## config.mk

```make
export PLATFORM = sky130hd
export DESIGN_NAME = line_sensor_smooth_classify_top
export DESIGN_NICKNAME = d
export VERILOG_FILES = /design/src/rtl/lssc_pkg.sv /design/src/rtl/line_sensor_smooth_classify_top.sv /design/src/rtl/lssc_div.sv /design/src/rtl/lssc_ema.sv
export SDC_FILE = /design/constraint.sdc
export NUM_CORES = 1
export LEC_CHECK = 0
export BUFFER_PORTS_ARGS = -buffer_cell sky130_fd_sc_hd__buf_4
export CAP_MARGIN = 5
export CORE_ASPECT_RATIO = 1.25
export CORE_UTILIZATION = 35
export DETAILED_ROUTE_END_ITERATION = 16
export PLACE_DENSITY_LB_ADDON = 0.08
export SETUP_SLACK_MARGIN = 0.1
export SLEW_MARGIN = 20
export SYNTH_ARGS = -nofsm -noshare
export SYNTH_HDL_FRONTEND = slang
export SYNTH_SLANG_ARGS = --single-unit
```

## constraint.sdc

```tcl
create_clock -name clock -period 9.7 [get_ports clock]
set_clock_uncertainty 0.15 [all_clocks]
set_input_delay 0.97 -clock clock [delete_from_list [all_inputs] [get_ports clock]]
set_output_delay 0.97 -clock clock [all_outputs]
set_load 0.02 [all_outputs]
```

## src/rtl/lssc_pkg.sv

```systemverilog
// Shared constants, register indexes and types for the line sensor smoothing classifier.
// Used by lssc_div, lssc_ema and line_sensor_smooth_classify_top; no dependencies.
package lssc_pkg;

   // Default field geometry
   localparam int RAW_BITS_DEF  = 16;
   localparam int FRAC_BITS_DEF = 16;

   // Fixed widths of ports and registers
   localparam int FIELD_BITS     = 16;
   localparam int GAIN_BITS      = 16;
   localparam int LEVEL_BITS     = 17;
   localparam int CSR_INDEX_BITS = 3;
   localparam int CSR_DATA_BITS  = 17;
   localparam int POSE_BITS      = 2;

   // Register indexes
   localparam logic [CSR_INDEX_BITS-1:0] REG_LEFT_MIN       = 3'd0;
   localparam logic [CSR_INDEX_BITS-1:0] REG_LEFT_MAX       = 3'd1;
   localparam logic [CSR_INDEX_BITS-1:0] REG_RIGHT_MIN      = 3'd2;
   localparam logic [CSR_INDEX_BITS-1:0] REG_RIGHT_MAX      = 3'd3;
   localparam logic [CSR_INDEX_BITS-1:0] REG_SMOOTHING_GAIN = 3'd4;
   localparam logic [CSR_INDEX_BITS-1:0] REG_DETECT_LEVEL   = 3'd5;

   // Register reset values
   localparam logic [FIELD_BITS-1:0] LEFT_MIN_RST  = 16'd0;
   localparam logic [FIELD_BITS-1:0] LEFT_MAX_RST  = 16'd65535;
   localparam logic [FIELD_BITS-1:0] RIGHT_MIN_RST = 16'd0;
   localparam logic [FIELD_BITS-1:0] RIGHT_MAX_RST = 16'd65535;
   localparam logic [GAIN_BITS-1:0]  GAIN_RST      = 16'd22938;  // 0.35 in Q0.16
   localparam logic [LEVEL_BITS-1:0] LEVEL_RST     = 17'd32768;  // 0.5 in Q1.16

   // Item commands
   localparam logic CMD_SAMPLE = 1'b0;
   localparam logic CMD_TICK   = 1'b1;

   // Control sequencer states
   typedef enum logic [1:0] {
      ST_IDLE,
      ST_NORM,
      ST_SMOOTH,
      ST_CLASSIFY
   } state_type;

   // Outcome of the range checks ahead of the division
   typedef enum logic [1:0] {
      NK_DIVIDE,
      NK_ZERO,
      NK_FULL
   } norm_kind_type;

endpackage

```

## src/rtl/line_sensor_smooth_classify_top.sv

```systemverilog
// Top level of the two-channel line sensor: config registers, sequencer, output register.
// Depends on lssc_pkg, lssc_div and lssc_ema.
//
//   channel   direction  handshake             payload
//   req       in         req_valid/req_ready   req_command, req_left_raw, req_right_raw
//   rsp       out        rsp_valid/rsp_ready   rsp_pose
//   csr       in         csr_wr_en             csr_index, csr_wdata
//
// A sample item's time is set by the bit-serial dividers (one quotient bit per cycle), and
// a tick's by the shift-add multipliers over the 16 gain bits; the first tick after reset
// skips the multipliers and goes straight to classification.
// One item is worked at a time; req_ready is high only while the sequencer is idle.
// A finished pose sits in the output register; the next item is accepted while it waits,
// and only a following tick stalls until rsp_ready frees the register.
// Reset (synchronous) restores the register defaults and clears averages and fractions.
module line_sensor_smooth_classify_top #(
   parameter int RAW_BITS  = lssc_pkg::RAW_BITS_DEF,
   parameter int FRAC_BITS = lssc_pkg::FRAC_BITS_DEF
) (
   input  logic                                clock,
   input  logic                                reset,
   input  logic                                req_valid,
   output logic                                req_ready,
   input  logic                                req_command,
   input  logic [lssc_pkg::FIELD_BITS-1:0]     req_left_raw,
   input  logic [lssc_pkg::FIELD_BITS-1:0]     req_right_raw,
   output logic                                rsp_valid,
   input  logic                                rsp_ready,
   output logic [lssc_pkg::POSE_BITS-1:0]      rsp_pose,
   input  logic                                csr_wr_en,
   input  logic [lssc_pkg::CSR_INDEX_BITS-1:0] csr_index,
   input  logic [lssc_pkg::CSR_DATA_BITS-1:0]  csr_wdata
);

   localparam int FB = lssc_pkg::FIELD_BITS;
   localparam int LW = lssc_pkg::LEVEL_BITS + FRAC_BITS;
   localparam int UP = (FRAC_BITS >= 16) ? FRAC_BITS - 16 : 0;
   localparam int DN = (FRAC_BITS >= 16) ? 0 : 16 - FRAC_BITS;

   // Configuration registers
   logic [FB-1:0]                     left_min_ff, left_max_ff, right_min_ff, right_max_ff;
   logic [lssc_pkg::GAIN_BITS-1:0]    gain_ff;
   logic [lssc_pkg::LEVEL_BITS-1:0]   level_ff;

   // Control and state
   lssc_pkg::state_type               state_ff, state_in;
   logic [FRAC_BITS:0]                left_norm_ff, right_norm_ff;
   logic [FRAC_BITS:0]                left_smooth_ff, right_smooth_ff;
   logic                              first_tick_ff;
   logic                              rsp_valid_ff;
   logic [lssc_pkg::POSE_BITS-1:0]    rsp_pose_ff;

   logic                              accept;
   logic                              div_start, ema_start, load_out;
   logic                              left_div_done, right_div_done;
   logic                              left_ema_done, right_ema_done;
   logic [FRAC_BITS:0]                left_div_norm, right_div_norm;
   logic [FRAC_BITS:0]                left_ema_res, right_ema_res;
   logic [LW-1:0]                     level_wide;
   logic [FRAC_BITS:0]                level;

   // Register writes
   always_ff @(posedge clock) begin
      if (reset) begin
         left_min_ff  <= lssc_pkg::LEFT_MIN_RST;
         left_max_ff  <= lssc_pkg::LEFT_MAX_RST;
         right_min_ff <= lssc_pkg::RIGHT_MIN_RST;
         right_max_ff <= lssc_pkg::RIGHT_MAX_RST;
         gain_ff      <= lssc_pkg::GAIN_RST;
         level_ff     <= lssc_pkg::LEVEL_RST;
      end else if (csr_wr_en) begin
         case (csr_index)
            lssc_pkg::REG_LEFT_MIN:       left_min_ff  <= csr_wdata[FB-1:0];
            lssc_pkg::REG_LEFT_MAX:       left_max_ff  <= csr_wdata[FB-1:0];
            lssc_pkg::REG_RIGHT_MIN:      right_min_ff <= csr_wdata[FB-1:0];
            lssc_pkg::REG_RIGHT_MAX:      right_max_ff <= csr_wdata[FB-1:0];
            lssc_pkg::REG_SMOOTHING_GAIN: gain_ff      <= csr_wdata[lssc_pkg::GAIN_BITS-1:0];
            lssc_pkg::REG_DETECT_LEVEL:   level_ff     <= csr_wdata[lssc_pkg::LEVEL_BITS-1:0];
            default: ;
         endcase
      end
   end

   // Sequencer: next state and unit starts
   always_comb begin
      state_in  = state_ff;
      div_start = 1'b0;
      ema_start = 1'b0;
      load_out  = 1'b0;
      case (state_ff)
         lssc_pkg::ST_IDLE: begin
            if (req_valid) begin
               if (req_command == lssc_pkg::CMD_SAMPLE) begin
                  div_start = 1'b1;
                  state_in  = lssc_pkg::ST_NORM;
               end else if (first_tick_ff) begin
                  state_in  = lssc_pkg::ST_CLASSIFY;
               end else begin
                  ema_start = 1'b1;
                  state_in  = lssc_pkg::ST_SMOOTH;
               end
            end
         end
         lssc_pkg::ST_NORM: begin
            if (left_div_done) state_in = lssc_pkg::ST_IDLE;
         end
         lssc_pkg::ST_SMOOTH: begin
            if (left_ema_done) state_in = lssc_pkg::ST_CLASSIFY;
         end
         lssc_pkg::ST_CLASSIFY: begin
            if (!rsp_valid_ff || rsp_ready) begin
               load_out = 1'b1;
               state_in = lssc_pkg::ST_IDLE;
            end
         end
         default: state_in = lssc_pkg::ST_IDLE;
      endcase
   end

   assign req_ready = (state_ff == lssc_pkg::ST_IDLE);
   assign accept    = req_valid && req_ready;

   always_ff @(posedge clock) begin
      if (reset) begin
         state_ff <= lssc_pkg::ST_IDLE;
      end else begin
         state_ff <= state_in;
      end
   end

   // Stored fractions, averages and first-tick flag
   always_ff @(posedge clock) begin
      if (reset) begin
         left_norm_ff    <= '0;
         right_norm_ff   <= '0;
         left_smooth_ff  <= '0;
         right_smooth_ff <= '0;
         first_tick_ff   <= 1'b1;
      end else begin
         if (state_ff == lssc_pkg::ST_NORM && left_div_done) begin
            left_norm_ff  <= left_div_norm;
            right_norm_ff <= right_div_norm;
         end
         if (accept && req_command == lssc_pkg::CMD_TICK && first_tick_ff) begin
            left_smooth_ff  <= left_norm_ff;
            right_smooth_ff <= right_norm_ff;
            first_tick_ff   <= 1'b0;
         end
         if (state_ff == lssc_pkg::ST_SMOOTH && left_ema_done) begin
            left_smooth_ff  <= left_ema_res;
            right_smooth_ff <= right_ema_res;
         end
      end
   end

   // Normalizers, one per channel
   lssc_div #(.RAW_BITS(RAW_BITS), .FRAC_BITS(FRAC_BITS)) u_left_div (
      .clock (clock),
      .reset (reset),
      .start (div_start),
      .raw   (req_left_raw[RAW_BITS-1:0]),
      .lo    (left_min_ff[RAW_BITS-1:0]),
      .hi    (left_max_ff[RAW_BITS-1:0]),
      .done  (left_div_done),
      .norm  (left_div_norm)
   );

   lssc_div #(.RAW_BITS(RAW_BITS), .FRAC_BITS(FRAC_BITS)) u_right_div (
      .clock (clock),
      .reset (reset),
      .start (div_start),
      .raw   (req_right_raw[RAW_BITS-1:0]),
      .lo    (right_min_ff[RAW_BITS-1:0]),
      .hi    (right_max_ff[RAW_BITS-1:0]),
      .done  (right_div_done),
      .norm  (right_div_norm)
   );

   // Moving averages, one per channel
   lssc_ema #(.FRAC_BITS(FRAC_BITS)) u_left_ema (
      .clock  (clock),
      .reset  (reset),
      .start  (ema_start),
      .gain   (gain_ff),
      .smooth (left_smooth_ff),
      .norm   (left_norm_ff),
      .done   (left_ema_done),
      .result (left_ema_res)
   );

   lssc_ema #(.FRAC_BITS(FRAC_BITS)) u_right_ema (
      .clock  (clock),
      .reset  (reset),
      .start  (ema_start),
      .gain   (gain_ff),
      .smooth (right_smooth_ff),
      .norm   (right_norm_ff),
      .done   (right_ema_done),
      .result (right_ema_res)
   );

   // Threshold aligned to the fraction width
   assign level_wide = (LW'(level_ff) << UP) >> DN;
   assign level      = level_wide[FRAC_BITS:0];

   // Output register
   always_ff @(posedge clock) begin
      if (reset) begin
         rsp_valid_ff <= 1'b0;
      end else if (load_out) begin
         rsp_valid_ff <= 1'b1;
      end else if (rsp_ready) begin
         rsp_valid_ff <= 1'b0;
      end
   end

   always_ff @(posedge clock) begin
      if (load_out) begin
         rsp_pose_ff <= {right_smooth_ff > level, left_smooth_ff > level};
      end
   end

   assign rsp_valid = rsp_valid_ff;
   assign rsp_pose  = rsp_pose_ff;

   // Checks
   a_div_in_norm: assert property (@(posedge clock) disable iff (reset)
      left_div_done |-> (state_ff == lssc_pkg::ST_NORM && right_div_done))
      else $error("divider finished outside normalize state or channels out of step");

   a_ema_in_smooth: assert property (@(posedge clock) disable iff (reset)
      left_ema_done |-> (state_ff == lssc_pkg::ST_SMOOTH && right_ema_done))
      else $error("average finished outside smooth state or channels out of step");

   a_load_shows: assert property (@(posedge clock) disable iff (reset)
      load_out |=> rsp_valid_ff)
      else $error("loaded pose not presented");

   a_left_range: assert property (@(posedge clock) disable iff (reset)
      left_smooth_ff <= {1'b1, {FRAC_BITS{1'b0}}})
      else $error("left average above 1.0");

   a_right_range: assert property (@(posedge clock) disable iff (reset)
      right_smooth_ff <= {1'b1, {FRAC_BITS{1'b0}}})
      else $error("right average above 1.0");

endmodule

```

## src/rtl/lssc_div.sv

```systemverilog
// Bit-serial restoring divider that scales one raw reading into a Q1.FRAC_BITS fraction.
// Depends on lssc_pkg; one quotient bit per cycle.
module lssc_div #(
   parameter int RAW_BITS  = lssc_pkg::RAW_BITS_DEF,
   parameter int FRAC_BITS = lssc_pkg::FRAC_BITS_DEF
) (
   input  logic                 clock,
   input  logic                 reset,
   input  logic                 start,
   input  logic [RAW_BITS-1:0]  raw,
   input  logic [RAW_BITS-1:0]  lo,
   input  logic [RAW_BITS-1:0]  hi,
   output logic                 done,
   output logic [FRAC_BITS:0]   norm
);

   localparam int CW = $clog2(FRAC_BITS);

   logic                         run_ff, run_in;
   logic                         done_ff, done_in;
   logic [CW-1:0]                cnt_ff, cnt_in;
   logic [RAW_BITS:0]            rem_ff, rem_in;
   logic [RAW_BITS-1:0]          den_ff, den_in;
   logic [FRAC_BITS-1:0]         quot_ff, quot_in;
   lssc_pkg::norm_kind_type      kind_ff, kind_in;

   logic [RAW_BITS:0]            rem_dbl;
   logic                         fits;

   // One restoring step: double the remainder, subtract the span when it fits
   assign rem_dbl = {rem_ff[RAW_BITS-1:0], 1'b0};
   assign fits    = rem_dbl >= {1'b0, den_ff};

   always_comb begin
      run_in  = run_ff;
      done_in = 1'b0;
      cnt_in  = cnt_ff;
      rem_in  = rem_ff;
      den_in  = den_ff;
      quot_in = quot_ff;
      kind_in = kind_ff;
      if (start) begin
         run_in  = 1'b1;
         cnt_in  = '0;
         den_in  = hi - lo;
         rem_in  = {1'b0, raw - lo};
         quot_in = '0;
         if (hi <= lo || raw <= lo) begin
            kind_in = lssc_pkg::NK_ZERO;
         end else if (raw >= hi) begin
            kind_in = lssc_pkg::NK_FULL;
         end else begin
            kind_in = lssc_pkg::NK_DIVIDE;
         end
      end else if (run_ff) begin
         rem_in  = fits ? (rem_dbl - {1'b0, den_ff}) : rem_dbl;
         quot_in = {quot_ff[FRAC_BITS-2:0], fits};
         cnt_in  = cnt_ff + 1'b1;
         if (cnt_ff == CW'(FRAC_BITS - 1)) begin
            run_in  = 1'b0;
            done_in = 1'b1;
         end
      end
   end

   always_ff @(posedge clock) begin
      if (reset) begin
         run_ff  <= 1'b0;
         done_ff <= 1'b0;
         cnt_ff  <= '0;
      end else begin
         run_ff  <= run_in;
         done_ff <= done_in;
         cnt_ff  <= cnt_in;
      end
   end

   // Datapath needs no reset
   always_ff @(posedge clock) begin
      rem_ff  <= rem_in;
      den_ff  <= den_in;
      quot_ff <= quot_in;
      kind_ff <= kind_in;
   end

   // Result selection, valid while done is high
   always_comb begin
      case (kind_ff)
         lssc_pkg::NK_ZERO:   norm = '0;
         lssc_pkg::NK_FULL:   norm = {1'b1, {FRAC_BITS{1'b0}}};
         lssc_pkg::NK_DIVIDE: norm = {1'b0, quot_ff};
         default:             norm = '0;
      endcase
   end

   assign done = done_ff;

endmodule

```

## src/rtl/lssc_ema.sv

```systemverilog
// Moving average step with a bit-serial shift-add multiplier over the gain bits.
// Depends on lssc_pkg; truncated step toward zero.
module lssc_ema #(
   parameter int FRAC_BITS = lssc_pkg::FRAC_BITS_DEF
) (
   input  logic                           clock,
   input  logic                           reset,
   input  logic                           start,
   input  logic [lssc_pkg::GAIN_BITS-1:0] gain,
   input  logic [FRAC_BITS:0]             smooth,
   input  logic [FRAC_BITS:0]             norm,
   output logic                           done,
   output logic [FRAC_BITS:0]             result
);

   localparam int GB = lssc_pkg::GAIN_BITS;
   localparam int CW = $clog2(GB);

   logic                 run_ff, run_in;
   logic                 done_ff, done_in;
   logic [CW-1:0]        cnt_ff, cnt_in;
   logic [GB-1:0]        gain_ff, gain_in;
   logic [FRAC_BITS:0]   acc_ff, acc_in;
   logic [FRAC_BITS:0]   diff_ff, diff_in;
   logic [FRAC_BITS:0]   base_ff, base_in;
   logic                 up_ff, up_in;

   logic [FRAC_BITS+1:0] acc_sum;

   // Add the partial product for this gain bit, then halve (floor)
   assign acc_sum = {1'b0, acc_ff} + (gain_ff[0] ? {1'b0, diff_ff} : '0);

   always_comb begin
      run_in  = run_ff;
      done_in = 1'b0;
      cnt_in  = cnt_ff;
      gain_in = gain_ff;
      acc_in  = acc_ff;
      diff_in = diff_ff;
      base_in = base_ff;
      up_in   = up_ff;
      if (start) begin
         run_in  = 1'b1;
         cnt_in  = '0;
         gain_in = gain;
         acc_in  = '0;
         base_in = smooth;
         up_in   = norm >= smooth;
         diff_in = (norm >= smooth) ? (norm - smooth) : (smooth - norm);
      end else if (run_ff) begin
         acc_in  = acc_sum[FRAC_BITS+1:1];
         gain_in = {1'b0, gain_ff[GB-1:1]};
         cnt_in  = cnt_ff + 1'b1;
         if (cnt_ff == CW'(GB - 1)) begin
            run_in  = 1'b0;
            done_in = 1'b1;
         end
      end
   end

   always_ff @(posedge clock) begin
      if (reset) begin
         run_ff  <= 1'b0;
         done_ff <= 1'b0;
         cnt_ff  <= '0;
      end else begin
         run_ff  <= run_in;
         done_ff <= done_in;
         cnt_ff  <= cnt_in;
      end
   end

   always_ff @(posedge clock) begin
      gain_ff <= gain_in;
      acc_ff  <= acc_in;
      diff_ff <= diff_in;
      base_ff <= base_in;
      up_ff   <= up_in;
   end

   // Step stays between old average and new fraction, so no overflow
   assign result = up_ff ? (base_ff + acc_ff) : (base_ff - acc_ff);
   assign done   = done_ff;

endmodule

```

==> impl_metrics.ini, run 1 <==
[status]
status = finished clean

[floorplanning]
ios = 62
die_area_um2 = 81800
coreArea_um2 = 80000
width_of_the_chip_um = 256
initial_core_util = 0.353
placementRows = 116
die_height_um = 319

[synth]
synth_top_family_by_area = compound AO/OA/AOI/OAI gates
netlist-cell-type-count = 71
synth_enable_flop_cells = 172
synth_xor_xnor_area_share = 0.0583
cell_types_with_the_largest_area_share_after_synthesis = edfxtp_1, dfxtp_1, ha_1
synth_simple_gate_area_frac = 0.173
avgSynthCellArea_um2 = 8.71
ys_seq_area_frac = 0.365
ys.flop_type = dfxtp_1
netlist.area_leader.share = 0.183
async_flop_share = 0
synth_fp_nets = 3614
synth-warning-count = 0
synth_seq_cells = 429
synth_area_um2 = 28200
synth.mux.area_fraction = 0.0345
cell_count_after_synthesis = 3242
yosysTopAreaCell = edfxtp_1
synth_compound_gate_area_share = 0.175
fraction_of_the_mapped_netlist_area_in_adder_cells = 0.143

[pwr]
cellLeakagePower_nw = 13.0
design_power_total_w = 0.00576
p_per_area_nw_per_um2 = 184
max_vdd_drop_uv = 117

[sta]
timing.max_slew.rel_slack = 0.261
worstMarginPinSlew_ns = 1.11
finalMaxSlewViolations = 0
finalHoldViolations = 0
fin_crit_ns = 3.92
grt_setup_unrepaired = false
post-route-period-util = 0.405
setup_viol_count_final = 0
timing.fmax_mhz = 255
tns_ns = 0

[global_routing]
grt_use_total = 0.193
grt_first_pass_wirelength_mm = 126
grt_max_degree = 96
via_count_of_the_first_global_routing_pass = 23133
antenna_found_initial = 0
global_route.overflow_total = 0

[worst_setup_path]
worst-setup-path-type = flop to flop
worst_path_largest_cell_delay_ns = 0.47
crit_path_cell_trace = inv_1, ha_1, mux2_2, ha_1, a211o_1, a2111oi_0, o21bai_1, a311oi_1, o21bai_1, a21oi_1, o21ai_0, xnor2_1, a211oi_1
cp-end-kind = flop
regToRegStartpoint = u_right_ema.acc_ff[0]
ff2ff_path_depth = 13
regToRegEndpoint = right_smooth_ff[15]
critical_path_peak_fanout = 7
cp.buffers_inverters = 1
crit_family = compound AO/OA/AOI/OAI gates
start_kind = flop
data_arrival_critical_path_ns = 4.28
worst_ep_required_time_ns = 10.06
r2r_setup_slack_ns = 5.78
crit_slowest_cell = a2111oi_0

[detailed_routing]
detailedRoute.firstPassIterationCount = 7
drt.antenna.violating_nets = 0
routed_wire_length_per_instance_um = 18.2
first_iter_violations = 1066
num_vias = 22435
remaining_drcs = 0
drt_wl_total_mm = 79.2
viasPerCell = 5.17

[clock_tree]
numCtsBuffers = 49
post_cts_buffers = 0
cts.reportedPaths.clkPinSlew_ns = 0.06
cts-root-to-sink-buffers = 3
tritoncts_num_sinks = 429
clkLatencyLatePin_ns = 0.62
postCtsHoldBufs = 0
cts.repair.resized = 0
master_cell_of_the_clock_root_buffer = clkbuf_16
htree_num_levels = 2
clock_tree_from_tritoncts = done

[placement]
globalplace.congestion = 0.873
port_buffers = 61
dp_hpwl_mm = 60.5
placed_cells_incl_taps = 4249

[worst_hold_path]
hp-class = flop to flop
hold_path_end = gain_ff[15]
min_path_cells = 2
hp-start = gain_ff[15]

[final_layout]
drive_gt1_frac = 0.0567
nets = 3610
share_of_the_core_filled_with_cells = 0.391
finish.cell_count_without_fillers = 4341
mostFrequentLayoutCell = nand2_1
area_added_between_synthesis_and_finish_pct = 10.9
diodes = 0
final_cell_mix = nand2_1, a21oi_1, ha_1, nor2_1, dfxtp_1

[run]
cap_viol_max_count = 0
[cell usage after synthesis, drive strengths merged (24+ instances only)]
| library cell | n |
|---|---|
| and2 | 41 |
| nand3 | 78 |
| nor2b | 38 |
| inv | 242 |
| xnor2 | 112 |
| o21a | 28 |
| dfxtp | 257 |
| ha | 300 |
| clkbuf | 107 |
| mux2i | 94 |
| nor3 | 43 |
| o21ai | 131 |
| a21o | 97 |
| nand2 | 369 |
| a21oi | 304 |
| nor2 | 291 |
| nand4 | 42 |
| edfxtp | 172 |
| o21bai | 24 |
| nand3b | 36 |
| xor2 | 76 |
| a211oi | 61 |
| nand2b | 40 |
[through the flow]
stage                     hold slack, ns  setup WS (ns)  instance area [µm²]
after floorplan                    0.282           5.34                28200
after global placement             0.294           5.73                29600
after detailed placement           0.295           5.68                29600
after CTS                          0.304           5.70                31300
after global routing               0.320           5.43                31300
final                              0.302           5.78                31300
[cell type report]
class	instances	area, µm²
multi-input cells	2441	16500
clock inverters	27	290
clock buffers	65	1390
repair buffers	75	563
well taps	1062	1330
flip-flops and latches	429	10300
fillers	8092	48700
inverters	242	912
[how the worst max path moves through the flow]
stage,start,to,slack [ns],depth (start not counted)
CTS,u_right_ema.acc_ff[0],right_smooth_ff[16],5.70,13
detailed placement,req_right_raw[0],u_right_div.kind_ff[1],5.68,13
global route,u_right_ema.up_ff,right_smooth_ff[16],5.43,11
floorplan,state_ff[0],u_left_ema.base_ff[0],5.34,6
global placement,u_right_ema.up_ff,right_smooth_ff[16],5.73,11
finish,u_right_ema.acc_ff[0],right_smooth_ff[15],5.78,13
[sequential cells by signal (all words and copies together) (netlist names), 16 cells and up]
register and count:
left_max_ff 16, u_right_ema.gain_ff 16, u_right_div.den_ff 16, left_norm_ff 17
u_left_div.quot_ff 16, right_norm_ff 17, u_right_ema.base_ff 17, right_min_ff 16
u_right_div.quot_ff 16, u_left_ema.gain_ff 16, left_min_ff 16, u_left_ema.base_ff 17
right_max_ff 16, gain_ff 16, left_smooth_ff 17, u_right_ema.diff_ff 17
u_left_ema.acc_ff 17, right_smooth_ff 17, u_left_div.rem_ff 16, level 17
u_right_div.rem_ff 16, u_left_ema.diff_ff 17, u_right_ema.acc_ff 17, u_left_div.den_ff 16
[routing by layer]
metal	GRT usage	vias to the layer above	routed length [µm]
met5	0	-	0
li1	-	11398	-
met1	0.232	10556	34600
met2	0.348	353	39100
met4	0.0743	0	3050
met3	0.0249	128	2430
[cell families after synthesis]
kind of cell | after synthesis
AO/OA/AOI/OAI | 785
XOR/XNOR | 188
adder cells (fa/ha/maj) | 314
buffers and inverters | 372
flip-flops | 429
multiplexers | 97
AND/OR/NAND/NOR | 1057
[worst reg2reg max path, stage by stage (launching register included)]
cell and delay (ns):
dfxtp_1 0.45, inv_1 0.08, ha_1 0.28, mux2_2 0.29
ha_1 0.30, a211o_1 0.31, a2111oi_0 0.47, o21bai_1 0.21
a311oi_1 0.46, o21bai_1 0.11, a21oi_1 0.21, o21ai_0 0.15
xnor2_1 0.16, a211oi_1 0.21
[report_power, final]
group | leakage [nW] | internal [W] | switching, W
clock | 0.822 | 0.00114 | 0.000801
sequential | 3.65 | 0.00202 | 0.000149
combinational | 8.50 | 0.000727 | 0.000923
No activity file was read; power rests on OpenSTA's default activity.
==> run 2, diff against run 1 <==
==> constraint.sdc (replaced) <==
create_clock -name clock -period 3.9 [get_ports clock]
set_clock_uncertainty 0.15 [all_clocks]
set_input_delay 0.39 -clock clock [delete_from_list [all_inputs] [get_ports clock]]
set_output_delay 0.39 -clock clock [all_outputs]
set_load 0.02 [all_outputs]
==> impl_metrics.ini, run 2 (synthesized netlist as in run 1, its figures left out) <==
[clock_tree]
htree_num_levels = 2
cts-root-to-sink-buffers = 3
tritoncts_num_sinks = 429
numCtsBuffers = 51
master_cell_of_the_clock_root_buffer = clkbuf_16
cts.reportedPaths.clkPinSlew_ns = 0.06
clkLatencyLatePin_ns = 0.63
clock_tree_from_tritoncts = done
post_cts_buffers = 0

[sta]
tns_ns = 0
grt_setup_unrepaired = true
finalHoldViolations = 0
setup_viol_count_final = 0
post-route-period-util = 0.910
timing.fmax_mhz = 282
timing.max_slew.rel_slack = 0.309
finalMaxSlewViolations = 0
worstMarginPinSlew_ns = 1.04
fin_crit_ns = 3.55

[placement]
dp_hpwl_mm = 60.1
globalplace.congestion = 0.872
placed_cells_incl_taps = 4306
port_buffers = 61

[final_layout]
mostFrequentLayoutCell = nand2_1
diodes = 0
finish.cell_count_without_fillers = 4423
area_added_between_synthesis_and_finish_pct = 13.6
final_cell_mix = nand2_1, a21oi_1, ha_1, nor2_1, dfxtp_1
nets = 3690
drive_gt1_frac = 0.0762
fillerInstances = 8051

[worst_setup_path]
worst-setup-path-type = flop to flop
crit_family = compound AO/OA/AOI/OAI gates
crit_path_cell_trace = inv_1, ha_1, mux2_2, ha_1, a211o_1, a2111oi_2, o21bai_1, a311oi_2, o21bai_1, a21oi_1, o21ai_0, xnor2_1, a211oi_1
worst_ep_required_time_ns = 4.28
worst_path_largest_cell_delay_ns = 0.35
ff2ff_path_depth = 13
critical_path_peak_fanout = 3
start_kind = flop
cp-end-kind = flop
critical_path_cell_count = 13
cp.buffers_inverters = 1
crit_slowest_cell = dfxtp_1
data_arrival_critical_path_ns = 3.93

[floorplanning]
ios = 62
die_area_um2 = 81800
placementRows = 116
coreArea_um2 = 80000
width_of_the_chip_um = 256
die_height_um = 319
initial_core_util = 0.353

[detailed_routing]
drt.antenna.violating_nets = 0
remaining_drcs = 0
first_iter_violations = 1032
routed_wire_length_per_instance_um = 17.8
detailedRoute.firstPassIterationCount = 5
drt_wl_total_mm = 78.9
num_vias = 22632
viasPerCell = 5.12

[worst_hold_path]
min_path_cells = 2
hp-class = input pin to flop

[pwr]
cellLeakagePower_nw = 13.4
p_per_area_nw_per_um2 = 454
max_vdd_drop_uv = 315

[status]
status = finished clean

[global_routing]
grt_max_degree = 116
antenna_found_initial = 1
via_count_of_the_first_global_routing_pass = 22889
grt_use_total = 0.192
grt_first_pass_wirelength_mm = 125
global_route.overflow_total = 0

[run]
cap_viol_max_count = 0
run 2: changes by cell type in the layout (fill, tap and decap cells not counted), moves of 3 or more:
cell           delta
dlygate4sd3_1    +21
buf_12            +3
buf_4            +53
clkinv_2          -3
clkinv_1          -3
clkbuf_1          +3
clkinvlp_4        +3
run 2: timing repair:
item | 4_1_cts | 5_1_grt
setup endpoints to repair | 0 | 25
gates resized for setup | 0 | 14
endpoints found under the hold margin | 101 | 0
hold buffers | 21 | 0
run 2: final cells by class:
class	instances	area, µm²	area share
inverters	242	912	0.0285
multi-input cells	2441	16500	0.516
well taps	1062	1330	0.0415
flip-flops and latches	429	10300	0.322
repair buffers	153	1240	0.0388
clock buffers	73	1480	0.0463
clock inverters	23	240	0.00749
run 2: per-layer routing:
layer / vias to the layer above / global-route usage / share of wire
met3: 135 / 0.0251 / 0.034
met1: 10564 / 0.238 / 0.45
met4: 0 / 0.0704 / 0.035
met2: 380 / 0.339 / 0.49
met5: - / 0 / 0
li1: 11553 / - / -
run 2: worst reg2reg max path: cells and delay by family, from the launching register on:
family | cells | cell delay, ns
AO/OA/AOI/OAI | 8 | 1.90
XOR/XNOR | 1 | 0.14
adder cells (fa/ha/maj) | 2 | 0.57
buffers and inverters | 1 | 0.09
flip-flops | 1 | 0.35
multiplexers | 1 | 0.29
run 2: power by group:
part | total [W] | internal (W) | switching [W]
combinational | 0.00423 | 0.00189 | 0.00233
clock | 0.00494 | 0.00287 | 0.00207
sequential | 0.00539 | 0.00503 | 0.000363
total | 0.0146 | 0.00979 | 0.00477
run 2: path summary, 6_finish.rpt:
path / startpoint / slack, ns / end
worst min-delay path: reset / 0.06 / state_ff[1]
worst max register to register: u_right_ema.acc_ff[1] / 0.35 / right_smooth_ff[15]
worst max-delay path: u_right_ema.acc_ff[1] / 0.35 / right_smooth_ff[15]
worst min register to register: left_min_ff[6] / 0.30 / left_min_ff[6]
run 2: stage by stage:
step | power [W] | hold WS, ns | util | setup slack [ns] | cell area [µm²]
after floorplan | 0.00860 | 0.282 | - | 0.412 | 28200
after global placement | 0.00956 | 0.292 | 0.376 | 0.122 | 30100
after detailed placement | 0.00963 | 0.297 | 0.376 | 0.0996 | 30100
after CTS | 0.0147 | 0.0466 | 0.400 | 0.107 | 32000
after global routing | 0.0155 | 0.0709 | 0.401 | 0.0912 | 32100
final | 0.0146 | 0.0559 | 0.401 | 0.352 | 32100
